`src/sv/qtn_pkg.sv`:
```
// Package for the quoted text normalizer.
// Holds character codes and the inline tag name table; no dependencies.
package qtn_pkg;

	typedef logic [7:0] ascii_t;

	localparam ascii_t CH_LT    = 8'h3C;
	localparam ascii_t CH_GT    = 8'h3E;
	localparam ascii_t CH_SLASH = 8'h2F;
	localparam ascii_t CH_CR    = 8'h0D;
	localparam ascii_t CH_LF    = 8'h0A;
	localparam ascii_t CH_SP    = 8'h20;
	localparam ascii_t CH_TAB   = 8'h09;
	localparam ascii_t CH_UA    = 8'h41;
	localparam ascii_t CH_UZ    = 8'h5A;
	localparam ascii_t CH_LA    = 8'h61;
	localparam ascii_t CH_LZ    = 8'h7A;
	localparam ascii_t CH_D0    = 8'h30;
	localparam ascii_t CH_D9    = 8'h39;
	localparam ascii_t CASE_BIT = 8'h20;

	localparam int INLINE_COUNT = 15;
	localparam int NAME_MAX     = 6;

	typedef logic [NAME_MAX-1:0][7:0] tag_name_t;
	typedef logic [2:0]               name_len_t;

	// Leftmost letter sits in the top byte.
	localparam tag_name_t INL_NAME [INLINE_COUNT] = '{
		{"b", 40'h0}, {"i", 40'h0}, {"u", 40'h0}, {"s", 40'h0},
		{"em", 32'h0}, "strong", {"span", 16'h0}, {"a", 40'h0},
		{"font", 16'h0}, {"small", 8'h0}, {"big", 24'h0},
		{"sub", 24'h0}, {"sup", 24'h0}, {"code", 16'h0}, {"mark", 16'h0}
	};

	localparam name_len_t INL_LEN [INLINE_COUNT] = '{
		3'd1, 3'd1, 3'd1, 3'd1, 3'd2, 3'd6, 3'd4, 3'd1,
		3'd4, 3'd5, 3'd3, 3'd3, 3'd3, 3'd4, 3'd4
	};

endpackage

```
`src/sv/quoted_text_normalizer.sv`:
```
// Quoted text normalizer: lower-cases text, folds blanks, strips HTML tags or quote markers.
// Depends on qtn_pkg.
//
// One character is taken per cycle through an input register, decoded in a single
// combinational pass, and its results land in an output register. A character that
// flushes a pending space yields two results and holds the input register while the
// space goes out; otherwise the block sustains one character per cycle when not stalled.
// While a result waits to be taken, only characters that yield no result can pass.
// html_mode may be written only while no character is in flight.
module quoted_text_normalizer #(
	parameter int TAG_CHARS_MAX = 6,
	parameter int CHAR_BITS     = 16
) (
	input  logic                 clk,
	input  logic                 arst_n,
	input  logic                 cfg_wr_en,
	input  logic                 cfg_wr_data,
	input  logic                 in_valid,
	output logic                 in_stall,
	input  logic [CHAR_BITS-1:0] in_char,
	input  logic                 text_start,
	output logic                 out_valid,
	input  logic                 out_stall,
	output logic [CHAR_BITS-1:0] out_char,
	output logic                 last_of_item
);
	import qtn_pkg::*;

	localparam int LENW = $clog2(TAG_CHARS_MAX + 2);
	localparam logic [LENW-1:0] LEN_MAX = LENW'(TAG_CHARS_MAX);

	logic                 html_mode_q;
	logic                 valid_s1;
	logic [CHAR_BITS-1:0] char_s1;
	logic                 start_s1;
	logic                 phase_q;

	logic                 line_start_q, inside_tag_q, space_pending_q, emitted_any_q;
	logic                 tag_name_closed_q;
	logic [LENW-1:0]      tag_length_q;
	ascii_t               tag_chars_q [TAG_CHARS_MAX];

	logic                 out_valid_q, out_last_q;
	logic [CHAR_BITS-1:0] out_char_q;

	logic                 e_line_start, e_inside, e_space, e_emitted, e_closed;
	logic [LENW-1:0]      e_len;
	logic                 is_ascii, is_upper, is_alnum;
	logic [7:0]           cb;
	logic [CHAR_BITS-1:0] lower_c;
	logic                 tag_inline;
	logic                 emit, need_space;
	logic                 n_line_start, n_inside, n_space, n_emitted, n_closed;
	logic [LENW-1:0]      n_len;
	logic                 tag_wr;
	logic                 out_ok, out_load, consume, in_xfer;

	assign e_line_start = start_s1 | line_start_q;
	assign e_inside     = !start_s1 & inside_tag_q;
	assign e_space      = !start_s1 & space_pending_q;
	assign e_emitted    = !start_s1 & emitted_any_q;
	assign e_closed     = !start_s1 & tag_name_closed_q;
	assign e_len        = start_s1 ? '0 : tag_length_q;

	assign is_ascii = char_s1 < CHAR_BITS'(128);
	assign cb       = char_s1[7:0];
	assign is_upper = is_ascii && cb >= CH_UA && cb <= CH_UZ;
	assign is_alnum = is_upper || (is_ascii && cb >= CH_LA && cb <= CH_LZ)
	                || (is_ascii && cb >= CH_D0 && cb <= CH_D9);
	assign lower_c  = is_upper ? (char_s1 | CHAR_BITS'(CASE_BIT)) : char_s1;

	always_comb begin
		tag_inline = 1'b0;
		for (int k = 0; k < INLINE_COUNT; k++) begin
			logic m;
			m = (e_len == LENW'(INL_LEN[k]));
			for (int j = 0; j < NAME_MAX; j++) begin
				if (j < int'(INL_LEN[k]) && tag_chars_q[j] != INL_NAME[k][NAME_MAX-1-j])
					m = 1'b0;
			end
			if (m)
				tag_inline = 1'b1;
		end
	end

	always_comb begin
		n_line_start = e_line_start;
		n_inside     = e_inside;
		n_space      = e_space;
		n_emitted    = e_emitted;
		n_closed     = e_closed;
		n_len        = e_len;
		tag_wr       = 1'b0;
		emit         = 1'b0;
		need_space   = 1'b0;
		if (html_mode_q && char_s1 == CHAR_BITS'(CH_LT)) begin
			n_inside = 1'b1;
			n_len    = '0;
			n_closed = 1'b0;
		end else if (html_mode_q && char_s1 == CHAR_BITS'(CH_GT) && e_inside) begin
			n_inside = 1'b0;
			if (!tag_inline)
				n_space = 1'b1;
		end else if (e_inside) begin
			if (!e_closed) begin
				if (char_s1 == CHAR_BITS'(CH_SLASH) && e_len == '0) begin
					n_len = e_len;
				end else if (is_alnum) begin
					tag_wr = e_len < LEN_MAX;
					if (e_len <= LEN_MAX)
						n_len = e_len + 1'b1;
				end else begin
					n_closed = 1'b1;
				end
			end
		end else if (char_s1 == CHAR_BITS'(CH_CR) || char_s1 == CHAR_BITS'(CH_LF)) begin
			n_line_start = 1'b1;
			n_space      = 1'b1;
		end else if (char_s1 == CHAR_BITS'(CH_SP) || char_s1 == CHAR_BITS'(CH_TAB)) begin
			n_space = 1'b1;
		end else if (!html_mode_q && e_line_start && char_s1 == CHAR_BITS'(CH_GT)) begin
			n_line_start = e_line_start;
		end else begin
			emit         = 1'b1;
			need_space   = e_space && e_emitted;
			n_line_start = 1'b0;
			n_space      = 1'b0;
			n_emitted    = 1'b1;
		end
	end

	assign out_ok   = !out_valid_q || !out_stall;
	assign out_load = valid_s1 && emit && out_ok;
	assign consume  = valid_s1 && (!emit || (out_ok && (!need_space || phase_q)));
	assign in_stall = valid_s1 && !consume;
	assign in_xfer  = in_valid && !in_stall;

	always_ff @(posedge clk or negedge arst_n) begin
		if (!arst_n) begin
			html_mode_q <= 1'b0;
		end else if (cfg_wr_en) begin
			html_mode_q <= cfg_wr_data;
		end
	end

	always_ff @(posedge clk or negedge arst_n) begin
		if (!arst_n) begin
			valid_s1 <= 1'b0;
		end else if (in_xfer) begin
			valid_s1 <= 1'b1;
		end else if (consume) begin
			valid_s1 <= 1'b0;
		end
	end

	always_ff @(posedge clk) begin
		if (in_xfer) begin
			char_s1  <= in_char;
			start_s1 <= text_start;
		end
	end

	always_ff @(posedge clk or negedge arst_n) begin
		if (!arst_n) begin
			line_start_q      <= 1'b1;
			inside_tag_q      <= 1'b0;
			space_pending_q   <= 1'b0;
			emitted_any_q     <= 1'b0;
			tag_name_closed_q <= 1'b0;
			tag_length_q      <= '0;
			phase_q           <= 1'b0;
		end else begin
			if (consume) begin
				line_start_q      <= n_line_start;
				inside_tag_q      <= n_inside;
				space_pending_q   <= n_space;
				emitted_any_q     <= n_emitted;
				tag_name_closed_q <= n_closed;
				tag_length_q      <= n_len;
				phase_q           <= 1'b0;
			end else if (out_load) begin
				phase_q <= 1'b1;
			end
		end
	end

	always_ff @(posedge clk) begin
		for (int i = 0; i < TAG_CHARS_MAX; i++) begin
			if (consume && tag_wr && e_len == LENW'(i))
				tag_chars_q[i] <= lower_c[7:0];
		end
	end

	always_ff @(posedge clk or negedge arst_n) begin
		if (!arst_n) begin
			out_valid_q <= 1'b0;
		end else if (out_load) begin
			out_valid_q <= 1'b1;
		end else if (!out_stall) begin
			out_valid_q <= 1'b0;
		end
	end

	always_ff @(posedge clk) begin
		if (out_load) begin
			if (need_space && !phase_q) begin
				out_char_q <= CHAR_BITS'(CH_SP);
				out_last_q <= 1'b0;
			end else begin
				out_char_q <= lower_c;
				out_last_q <= 1'b1;
			end
		end
	end

	assign out_valid    = out_valid_q;
	assign out_char     = out_char_q;
	assign last_of_item = out_last_q;

	a_space_first: assert property (@(posedge clk) disable iff (!arst_n)
		out_valid_q && !out_last_q |-> out_char_q == CHAR_BITS'(CH_SP))
		else $error("non-final result is not a space");

	a_phase_held: assert property (@(posedge clk) disable iff (!arst_n)
		phase_q |-> valid_s1)
		else $error("space sent without a held character");

	a_len_range: assert property (@(posedge clk) disable iff (!arst_n)
		tag_length_q <= LENW'(TAG_CHARS_MAX + 1))
		else $error("tag length beyond saturation");

	a_phase_char: assert property (@(posedge clk) disable iff (!arst_n)
		phase_q && out_load |-> consume)
		else $error("character after space not transferred");

endmodule
```
`config.mk`:
```
export PLATFORM = sky130hd
export DESIGN_NAME = quoted_text_normalizer
export DESIGN_NICKNAME = d
export VERILOG_FILES = /design/src/sv/qtn_pkg.sv /design/src/sv/quoted_text_normalizer.sv
export SDC_FILE = /design/constraint.sdc
export NUM_CORES = 1
export LEC_CHECK = 0
export ABC_AREA = 1
export BUFFER_PORTS_ARGS = -buffer_cell sky130_fd_sc_hd__buf_4
export CAP_MARGIN = 20
export CORE_MARGIN = 5
export CORE_UTILIZATION = 60
export CTS_CLUSTER_SIZE = 14
export DETAILED_ROUTE_END_ITERATION = 7
export PLACE_DENSITY = 0.76
export SLEW_MARGIN = 40
export SYNTH_ARGS = -nofsm -noshare
export SYNTH_HDL_FRONTEND = slang
export SYNTH_SLANG_ARGS = --single-unit
```
`constraint.sdc`:
```
create_clock -name clk -period 3.8 [get_ports clk]
set_clock_uncertainty 0.2 [all_clocks]
set_input_delay 0.57 -clock clk [delete_from_list [all_inputs] [get_ports clk]]
set_output_delay 0.57 -clock clk [all_outputs]
set_load 0.01 [all_outputs]
```
# Word level (Yosys, flattened, before mapping)
# Memories as Yosys holds them, arrays and structs flattened.
# Index checks and enable logic that the tools add are counted.
# totals
n_memories	1
mem_bits_rw	48
in_bits	23
elab_cells	271
register_bits	46
out_inout_bits	19
# memory_table
name	depth	width	rd	rd_clocked_by_memory_dff	write_ports	line_no	rtl
tag_chars_q	6	8	6	0	1	quoted_text_normalizer.sv:41	ascii_t tag_chars_q [TAG_CHARS_MAX];
# op_classes
n_addsub	1
n_mux	144
bitwise_logic	5
n_reduce_logical	51
eq_ne	46
n_lt_le_gt_ge	9
# ops
op	n
$ne 8x7->1 const B	32
$mux 1	125
$eq 16x6->1 const B	4
$eq 16x4->1 const B	3
$mux 8	5
$reduce_or 8->1	5
$mux 3	13
$logic_and 1x1->1	27
$ge 8x7->1 const B	2
$le 8x7->1 const B	2
$lt 16x8->1 const B	1
$eq 3x3->1 const B	3
$logic_not 1->1	9
$ge 8x6->1 const B	1
$le 8x6->1 const B	1
$logic_or 1x1->1	7
$eq 3x2->1 const B	2
$mux 6	1
$and 1x1->1	4
$reduce_bool 2->1	2
$add 3x1->3 const B	1
$eq 3x1->1 const B	1
$le 3x3->1 const B	1
$logic_not 3->1	1
other kinds (3)	3

# Logic depth before layout (Yosys ltp)
# Gate-level depths: netlist of run 1.
# logic_depth
depth_word	24
mapped_depth	16
depth_no_buf	16

# Least setup slack after synthesis of run 1
# No wires, ideal clock.
# synth_path
path_kind	reg2reg
from	register char_s1[7]
to	register char_s1[0] (enable)
setup_ns	0.391
n_path_buf	0
period_less_slack_ns	2.797
slack_ns	1.003
path_stages_with_launch	10
arrival_ns	2.206
cell_sequence	edfxtp_1 > nor2_4 > inv_1 > nor3_1 > nand3b_1 > nand2_1 > nor2_4 > o211ai_4 > nor2_1 > nor2_1
# synth_between
elab_chain_cells	17
word_cells_on_any_way	34
classes_between	6 x eq/ne; 12 x mux; 16 x reduce/logical
# synth_lines
item	line_no	rtl
start: declaration	quoted_text_normalizer.sv:34	logic [CHAR_BITS-1:0] char_s1;
start signal: assignment	quoted_text_normalizer.sv:158	char_s1 <= in_char;
$eq 16x6->1	quoted_text_normalizer.sv:100, quoted_text_normalizer.sv:121	
$logic_and 1x1->1	quoted_text_normalizer.sv:121	end else if (!html_mode_q && e_line_start && char_s1 == CHAR_BITS'(CH_GT)) begin
$mux 1	quoted_text_normalizer.sv:121	
$mux 1	quoted_text_normalizer.sv:119	end else if (char_s1 == CHAR_BITS'(CH_SP) || char_s1 == CHAR_BITS'(CH_TAB)) begin
$mux 1	quoted_text_normalizer.sv:116	end else if (char_s1 == CHAR_BITS'(CH_CR) || char_s1 == CHAR_BITS'(CH_LF)) begin
$mux 1	quoted_text_normalizer.sv:104	end else if (e_inside) begin
$mux 1	quoted_text_normalizer.sv:100	end else if (html_mode_q && char_s1 == CHAR_BITS'(CH_GT) && e_inside) begin
$mux 1	quoted_text_normalizer.sv:96	if (html_mode_q && char_s1 == CHAR_BITS'(CH_LT)) begin
[... 3 more ...]	-	
$logic_or 1x1->1 (*)	quoted_text_normalizer.sv:134	assign consume = valid_s1 && (!emit || (out_ok && (!need_space || phase_q)));
$logic_and 1x1->1 (*)	quoted_text_normalizer.sv:134	
$logic_not 1->1 (*)	quoted_text_normalizer.sv:135	assign in_stall = valid_s1 && !consume;
$logic_and 1x1->1 (*)	quoted_text_normalizer.sv:135	
named net in_stall	quoted_text_normalizer.sv:19	output logic in_stall,
$logic_not 1->1 (*)	quoted_text_normalizer.sv:136	assign in_xfer = in_valid && !in_stall;
$logic_and 1x1->1 (*)	quoted_text_normalizer.sv:136	
named net in_xfer	quoted_text_normalizer.sv:56	logic out_ok, out_load, consume, in_xfer;
# The timed path passes the listed nets; every way through them passes the cells marked *.
# A chain may end at the register's enable or synchronous reset.

# Worst setup path in the final report of run 1
# layout_path
from	register char_s1[0]
to	output in_stall
# layout_between
elab_chain_cells	15
word_cells_on_any_way	32
classes_between	6 x eq/ne; 12 x mux; 14 x reduce/logical
# layout_lines
item	line_no
$eq 16x6->1	quoted_text_normalizer.sv:100, quoted_text_normalizer.sv:121
$logic_and 1x1->1	quoted_text_normalizer.sv:121
$mux 1	quoted_text_normalizer.sv:121
$mux 1	quoted_text_normalizer.sv:119
$mux 1	quoted_text_normalizer.sv:116
$mux 1	quoted_text_normalizer.sv:104
$mux 1	quoted_text_normalizer.sv:100
$mux 1	quoted_text_normalizer.sv:96
$logic_not 1->1	quoted_text_normalizer.sv:134
$logic_or 1x1->1	quoted_text_normalizer.sv:134
$logic_and 1x1->1	quoted_text_normalizer.sv:134
$logic_or 1x1->1 (*)	quoted_text_normalizer.sv:134
$logic_and 1x1->1 (*)	quoted_text_normalizer.sv:134
$logic_not 1->1 (*)	quoted_text_normalizer.sv:135
$logic_and 1x1->1 (*)	quoted_text_normalizer.sv:135
end: declaration	quoted_text_normalizer.sv:19
# Mark *: on every way between the ends. The rest lies on a longest branch, timed or not.

==> impl_metrics.tcl, run 1 <==
set metrics [dict create \
    status "finished clean" \
    synthCells 543 \
    yosysSeqAreaShare_pct 58.0 \
    clkPwrFrac_pct 29.0 \
    cts_setup_buffers 0 \
    area_delta_synth_final_pct 14.2 \
    gp_routability_congestion 0.938 \
    seq_area_um2 2760 \
    ys_ff_latch 94 \
    fp.dieW_um 99.1 \
    cts_tree "yes" \
    slew_viol_final 0 \
    irDropWorstVdd_mv 0.306 \
    p_int_mw 1.80 \
    power_mw 2.53 \
    clk_pin_slew_ns 0.09 \
    max_freq_mhz 311 \
    cts_max_path_buffers 2 \
    worst_ep_arrival_time_ns 2.44 \
    multi_input_area_um2 1640 \
    clock-sinks 94 \
    finalCriticalPeriod_ns 3.21 \
    post-place-ws_ns 0.760 \
    cap_violations 0 \
    grt_pass1_vias 3677 \
    antenna_left 0 \
    fin_cells 703 \
    viasPerCell 5.28 \
    place_hpwl_um 7820 \
    cp_data_required_time_ns 3.03 \
    synth_cell_types 34 \
    avgRoutedWirePerCell_um 14.9 \
    seqPwrFrac_pct 53.3 \
    core_um2 7730 \
    port_buffers 41 \
    hold_slack_ns 0.177 \
    die_h_um 99.1 \
    swShare_pct 29.0 \
    diodes 0 \
    hold_viol 0 \
    cp_max_fo 12 \
    dp.cells 687 \
    worst_hold_path_type "input pin to register" \
    numCtsBuffers 9 \
    ys.warnings.count 0 \
    p_switching_mw 0.734 \
    htreeDepth 3 \
    syn_nets 567 \
    setup_viol 0 \
    drtIter0Drc 287 \
    remaining_drc_errors 0 \
    finalWorstSetupSlack_ns 0.587 \
    grt_overflow 0 \
    crit_type "register to output port" \
    critPathLaunchType "register" \
    finalSetupTns_ns 0 \
    combinationalPowerShare_pct 17.7 \
    num_rows 32 \
    grt_pass1_wl_um 17300 \
    clk_latency_ns 0.36 \
    design.die.area_um2 9820 \
    rsz0062_at_grt "no" \
    cts_root_buf "clkbuf_8" \
    layout-drive-gt1-share_pct 14.3 \
    relSlewSlack_pct 56.9 \
    antenna_found_initial 1 \
    dr.pass1.iters 5 \
    nNetsFinal 621 \
    initial_utilization_pct 61.7 \
    grt_use_total_pct 22.6 \
    worstMarginPinSlew_ns 0.646 \
    synth_area_per_cell_um2 8.77 \
    grt_max_degree 19 \
    timing.final.crit_share_pct 84.6 \
    wl_um 10500 \
    routed-via-count 3709 \
    powerDensity_nw_per_um2 465 \
    fillers 610 \
    endpoint_kind "output port" \
    syn_area_um2 4760 \
    ios 42 \
    p_leak_nw 2.42 \
]
==> state kept, by name, indices dropped and copies added, names as in the netlist <==
| register | count |
|---|---|
| phase_q | 1 |
| emitted_any_q | 1 |
| out_char | 16 |
| start_s1 | 1 |
| valid_s1 | 1 |
| last_of_item | 1 |
| html_mode_q | 1 |
| inside_tag_q | 1 |
| line_start_q | 1 |
| tag_chars_q | 48 |
| out_valid | 1 |
| space_pending_q | 1 |
| tag_name_closed_q | 1 |
| char_s1 | 16 |
| tag_length_q | 3 |
==> power by group through the flow <==
| stage | combinational, mW | sequential, mW | clock (mW) |
|---|---|---|---|
| 2_1_floorplan | 0.273 | 1.36 | 0 |
| 3_3_place_gp | 0.437 | 1.37 | 0 |
| 3_5_place_dp | 0.448 | 1.37 | 0 |
| 4_1_cts | 0.449 | 1.35 | 0.741 |
| 5_1_grt | 0.504 | 1.36 | 0.802 |
| 6_report | 0.447 | 1.35 | 0.735 |
==> layout by cell type, fill, tap and decap left out <==
cell	netlist	final
o21ai_0	17	17
nand3_4	1	1
bufinv_16	0	2
o21ai_2	1	1
clkinv_2	1	2
nor2_2	1	1
ha_1	1	1
nor2_4	4	4
nand3_2	3	3
o211ai_4	1	1
inv_8	0	1
inv_1	86	86
nand2_1	156	156
a21oi_1	7	7
nand2_4	3	3
o21ai_1	4	4
nor2_1	95	95
o31ai_1	1	1
dfstp_2	1	1
nor3_1	12	12
or2_2	1	1
inv_6	0	2
dlygate4sd3_1	0	1
nand3_1	31	31
nand4_1	7	7
nand3b_2	1	1
and3_1	1	1
nor4_2	1	1
inv_2	1	1
nand2_2	1	1
buf_4	1	45
nand3b_1	3	3
clkbuf_8	0	9
nor3_4	1	1
nor3b_2	3	3
dfrtp_1	11	11
clkinv_4	1	1
edfxtp_1	82	82
==> stage by stage <==
step	area [um2]	utilization (%)
floorplan	4760	-
global placement	5210	67.5
detailed placement	5210	67.5
CTS	5440	70.4
global route	5440	70.4
finish	5440	70.4
==> kinds of logic after synthesis <==
family          count (synthesis)  synth area share (%)
simple gates                  325                  30.5
compound gates                 31                  3.73
flops                          94                  58.0
fa+ha+maj                       1                 0.263
buf+inv                        92                  7.51
==> timing repair <==
action | 4_1_cts | 5_1_grt
resized for setup | 0 | 0
hold buffers | 1 | 0
hold endpoints to repair | 11 | 0
==> per-layer routing <==
metal | wire length (um) | vias to the layer above | share of wire, % | global-route usage, %
met5 | 12 | - | 0.11 | 0
met4 | 289 | 2 | 2.8 | 9.45
met3 | 651 | 28 | 6.2 | 4.84
met2 | 5280 | 136 | 51 | 39.0
met1 | 4220 | 1695 | 40 | 27.5
li1 | - | 1848 | - | -
==> synthesized netlist by cell type <==
cell / number / area share, %
a21oi_1: 7 / 0.74
and3_1: 1 / 0.13
buf_2: 2 / 0.21
buf_4: 1 / 0.16
clkinv_2: 1 / 0.10
clkinv_4: 1 / 0.18
dfrtp_1: 11 / 5.8
dfstp_2: 1 / 0.55
edfxtp_1: 82 / 52
ha_1: 1 / 0.26
inv_1: 86 / 6.8
inv_2: 1 / 0.079
nand2_1: 156 / 12
nand2_2: 1 / 0.13
nand2_4: 3 / 0.71
nand3_1: 31 / 3.3
nand3_2: 3 / 0.63
nand3_4: 1 / 0.37
nand3b_1: 3 / 0.47
nand3b_2: 1 / 0.24
nand4_1: 7 / 0.92
nor2_1: 95 / 7.5
nor2_2: 1 / 0.13
nor2_4: 4 / 0.95
nor3_1: 12 / 1.3
nor3_4: 1 / 0.34
nor3b_2: 3 / 0.79
nor4_2: 1 / 0.26
o211ai_4: 1 / 0.45
o21ai_0: 17 / 1.8
o21ai_1: 4 / 0.42
o21ai_2: 1 / 0.18
o31ai_1: 1 / 0.16
or2_2: 1 / 0.13
==> cell type report <==
cell class                 instances  area share (%)
tap                              102            2.35
clock inverter                     6            1.72
multi-input combinational        357            30.2
timing repair buffer              46            6.39
inverter                          89            6.26
sequential                        94            50.8
clock buffer                       9            2.28
==> worst paths after layout <==
| check | cells after the start | slack, ns | startpoint | end |
|---|---|---|---|---|
| setup / recovery | 11 | 0.59 | char_s1[0] | in_stall |
| hold / removal | 1 | 0.18 | text_start | start_s1 |
| setup reg to reg | 9 | 0.72 | char_s1[6] | tag_chars_q[3][7] |
| hold reg to reg | 2 | 0.28 | line_start_q | line_start_q |
| max in group asynchronous | 2 | 2.78 | arst_n | line_start_q |
| min in group asynchronous | 2 | 0.39 | arst_n | inside_tag_q |
==> critical path: stages (launching register included) <==
cell      delay (ns)
edfxtp_1        0.65
inv_1           0.21
nand2_2         0.14
inv_1           0.05
nand2_1         0.11
nand2_1         0.07
nand3_1         0.07
nand2_1         0.10
nor2_4          0.19
o211ai_4        0.14
nor2_1          0.19
buf_4           0.16
Note: power is estimated with default switching activity, not from simulation.
==> run 2, diff against run 1 <==
- clock period: 3.8 -> 3 ns (I/O delays scaled with it)
==> impl_metrics.tcl, run 2 (synthesis results as in run 1) <==
set metrics [dict create \
    place_area_um2 5300 \
    antenna_found_initial 0 \
    hold_viol 0 \
    cts_tree "yes" \
    nNetsFinal 635 \
    largest_reg_flops 48 \
    final_cell_mix "156 x nand2_1, 94 x nor2_1, 86 x inv_1, 82 x edfxtp_1, 59 x buf_4" \
    cp_data_required_time_ns 2.35 \
    cts_root_buf "clkbuf_8" \
    rsz0062_at_grt "no" \
    path_cells "nand2_1, inv_1, nand3_1, nand2_1, nand3_1, nand2_1, nor2_4, o211ai_4, nor2_1, buf_4" \
    slew_viol_final 0 \
    num_rows 32 \
    grt_pass1_vias 3684 \
    initial_utilization_pct 61.7 \
    remaining_drc_errors 0 \
    area_delta_synth_final_pct 16.2 \
    cts_max_path_buffers 2 \
    design.die.area_um2 9820 \
    irDropWorstVdd_mv 0.502 \
    dr.pass1.iters 6 \
    numCtsBuffers 9 \
    setup_viol 0 \
    antenna_left 0 \
    clk_latency_ns 0.36 \
    drtIter0Drc 336 \
    gp_routability_congestion 0.974 \
    clk_pin_slew_ns 0.10 \
    worst_hold_path_type "input pin to register" \
    viasPerCell 5.28 \
    diodes 0 \
    crit_type "register to output port" \
    status "finished clean" \
    layout-drive-gt1-share_pct 16.4 \
    crit_family "simple AND/OR/NAND/NOR gates" \
    grt_max_degree 18 \
    finalCriticalPeriod_ns 2.80 \
    power_mw 3.17 \
    cp_max_fo 9 \
    top_register "tag_chars_q" \
    final_common_cell "nand2_1" \
    powerDensity_nw_per_um2 572 \
    slowest_delay_ns 0.54 \
    die_h_um 99.1 \
    timing.final.crit_share_pct 93.4 \
    grt_overflow 0 \
    crit_slowest_cell "edfxtp_1" \
    grt_pass1_wl_um 17600 \
    worstMarginPinSlew_ns 0.489 \
    endpoint_kind "output port" \
    cap_violations 0 \
    p_leak_nw 2.48 \
    fp.dieW_um 99.1 \
    worst-path-buf-inv 2 \
    grt_use_total_pct 23.0 \
    avgRoutedWirePerCell_um 14.8 \
    hold_slack_ns 0.0618 \
    port_buffers 41 \
    finalSetupTns_ns 0 \
    clock-sinks 94 \
    routed-via-count 3793 \
    wl_um 10700 \
    worst_ep_arrival_time_ns 2.15 \
    htreeDepth 3 \
    max_freq_mhz 357 \
    place_hpwl_um 8180 \
    critPathLaunchType "register" \
    crit_path_frequent_cell "nand2_1" \
    core_um2 7730 \
    ios 42 \
    relSlewSlack_pct 67.1 \
    finalInstanceArea_um2 5540 \
]
[run 2: where the power goes]
part | total, mW | internal (mW) | switching, mW
combinational | 0.612 | 0.226 | 0.385
clock | 0.868 | 0.402 | 0.466
sequential | 1.68 | 1.59 | 0.0903
total | 3.17 | 2.22 | 0.942
[run 2: path summary, 6_finish.rpt]
kind	endpoint	slack [ns]	depth (start not counted)	start
max in group asynchronous	line_start_q	2.09	2	arst_n
min in group asynchronous	phase_q	0.27	2	arst_n
hold reg to reg	line_start_q	0.27	2	line_start_q
hold / removal	char_s1[15]	0.06	1	in_char[15]
setup / recovery	in_stall	0.20	10	char_s1[3]
setup reg to reg	tag_chars_q[0][1]	0.30	8	char_s1[1]
[run 2: area by class of cell]
cell class                 instances  area [um2]
sequential                        94        2760
timing repair buffer              60         453
fill                             583        2190
multi-input combinational        357        1650
tap                              102         128
inverter                          89         340
clock inverter                     6        77.6
clock buffer                      10         128
[run 2: what timing repair did]
item | in CTS | in global routing
setup endpoints to repair | 0 | 25
hold buffers | 1 | 0
endpoints found under the hold margin | 12 | 0
gates resized for setup | 0 | 1
buffers inserted | 0 | 2
[run 2: layer usage]
layer  global-route usage, %  vias to the layer above  share of wire, %
met5                       0                        -                 0
met4                    10.2                        0               2.9
met3                    4.42                       29               6.8
met2                    37.9                      135                49
met1                    29.8                     1750                41
li1                        -                     1879                 -
[run 2: stage by stage]
step / setup WS (ns) / utilization [%] / std cells
after floorplan: 0.203 / - / 543
after global placement: 0.373 / 68.6 / 699
after detailed placement: 0.258 / 68.6 / 699
after CTS: 0.151 / 71.4 / 716
after global routing: 0.0219 / 71.6 / 718
final: 0.197 / 71.6 / 718
==> run 3, diff against run 2 <==
- HOLD_SLACK_MARGIN: unset -> 0.12
- PLACE_DENSITY: 0.76 -> 0.82
==> impl_metrics.tcl, run 3 (synthesis results as in run 1) <==
set metrics [dict create \
    gp_routability_congestion 0.935 \
    cts_max_path_buffers 2 \
    avgRoutedWirePerCell_um 15.3 \
    wl_um 11300 \
    cts_resized 0 \
    place_hpwl_um 7960 \
    finalSetupTns_ns 0 \
    antenna_left 0 \
    top_register "tag_chars_q" \
    core_um2 7730 \
    grt_overflow 0 \
    hold_slack_ns 0.145 \
    cts_root_buf "clkbuf_8" \
    final_cell_mix "156 x nand2_1, 95 x nor2_1, 86 x inv_1, 82 x edfxtp_1, 63 x buf_4" \
    p_leak_nw 2.57 \
    worst_hold_path_type "input pin to register" \
    nNetsFinal 659 \
    diodes 0 \
    grt_use_total_pct 23.9 \
    htreeDepth 3 \
    irDropWorstVdd_mv 0.479 \
    worstMarginPinSlew_ns 0.490 \
    crit_type "register to output port" \
    ios 42 \
    grt_max_degree 19 \
    largest_reg_flops 48 \
    viasPerCell 5.35 \
    fillers 524 \
    worstSetupStartpoint "char_s1[2]" \
    routed-via-count 3968 \
    endpoint_kind "output port" \
    layout-drive-gt1-share_pct 16.3 \
    reg2reg_slack_ns 0.26 \
    final_common_cell "nand2_1" \
    design.die.area_um2 9820 \
    drtIter0Drc 235 \
    r2r_start "char_s1[7]" \
    remaining_drc_errors 0 \
    seq_area_um2 2760 \
    numCtsBuffers 9 \
    port_buffers 41 \
    cp_max_fo 6 \
    multi_input_area_um2 1640 \
    initial_utilization_pct 61.7 \
    powerDensity_nw_per_um2 544 \
    clock-sinks 94 \
    hold_viol 0 \
    timing.final.crit_share_pct 94.6 \
    finalInstanceArea_um2 5740 \
    rsz0062_at_grt "no" \
    finalCriticalPeriod_ns 2.84 \
    r2r_cells 10 \
    timing.rr.end "tag_chars_q[0][6]" \
    fp.dieW_um 99.1 \
    cap_violations 0 \
    relSlewSlack_pct 67.1 \
    area_delta_synth_final_pct 20.4 \
    critPathLaunchType "register" \
    dr.pass1.iters 7 \
    worstSetupEndpoint "in_stall" \
    cp_data_required_time_ns 2.35 \
    antenna_found_initial 0 \
    slew_viol_final 0 \
    setup_viol 0 \
    clk_pin_slew_ns 0.10 \
    worst_ep_arrival_time_ns 2.19 \
    place_area_um2 5300 \
    die_h_um 99.1 \
    grt_pass1_wl_um 18600 \
    status "finished clean" \
    cts_tree "yes" \
    num_rows 32 \
    clk_latency_ns 0.36 \
    grt_pass1_vias 3982 \
    max_freq_mhz 352 \
]
[run 3: cell count changes in the layout (fill, tap and decap cells not counted), sizes merged]
cell	delta
clkinvlp	+1
dlygate4sd3	+20
bufinv	-1
buf	+4
[run 3: worst min path at each step]
| stage | start | endpoint | slack, ns | depth (start not counted) |
|---|---|---|---|---|
| final | out_stall | out_valid | 0.15 | 3 |
| after CTS | out_stall | out_valid | 0.14 | 3 |
| after global placement | arst_n | phase_q | 0.09 | 1 |
| after detailed placement | arst_n | phase_q | 0.1 | 1 |
| after floorplan | arst_n | emitted_any_q | -0.05 | 0 |
| after global routing | out_stall | out_valid | 0.15 | 3 |
[run 3: worst max-delay path, stage by stage, from the launching register on]
cell and delay [ns]:
edfxtp_1 0.54, nand2_1 0.22, inv_1 0.11, nand3_1 0.08, nand2_1 0.06, nand3_1 0.08
nand2_1 0.10, nor2_4 0.20, o211ai_4 0.14, nor2_1 0.16, buf_4 0.14
[run 3: layout make-up]
cell class / count / share of cell area, %
Tap cell: 102 / 2.22
Inverter: 89 / 5.93
Timing Repair Buffer: 84 / 11.9
Clock buffer: 10 / 2.22
Multi-Input combinational cell: 357 / 28.6
Sequential cell: 94 / 48.2
Clock inverter: 6 / 0.916
[run 3: layer usage]
metal | wire length (um) | track usage, % | vias up
met5 | 0 | 0 | -
met4 | 275 | 9.56 | 0
li1 | - | - | 1927
met1 | 4540 | 29.1 | 1821
met2 | 5690 | 41.2 | 186
met3 | 808 | 5.40 | 34
[run 3: timing repair]
action | in CTS | in global routing
endpoints found under the setup margin | 0 | 1
setup buffers | 0 | 7
hold endpoints to repair | 31 | 0
hold buffers | 21 | 0
[run 3: per-stage QoR]
step | util (%) | total power [mW] | std cells | setup slack [ns]
6_report | 74.3 | 3.12 | 742 | 0.163
5_1_grt | 74.3 | 3.27 | 742 | 0.000481
4_1_cts | 73.6 | 3.10 | 735 | 0.164
3_5_place_dp | 68.5 | 2.32 | 698 | 0.345
3_3_place_gp | 68.5 | 2.31 | 698 | 0.391
2_1_floorplan | - | 2.07 | 543 | 0.203
[run 3: where the power goes]
part | leakage, nW | switching [mW] | internal (mW)
registers | 0.903 | 0.0973 | 1.59
clock network | 0.0854 | 0.465 | 0.315
logic | 1.58 | 0.403 | 0.246
total | 2.57 | 0.965 | 2.15
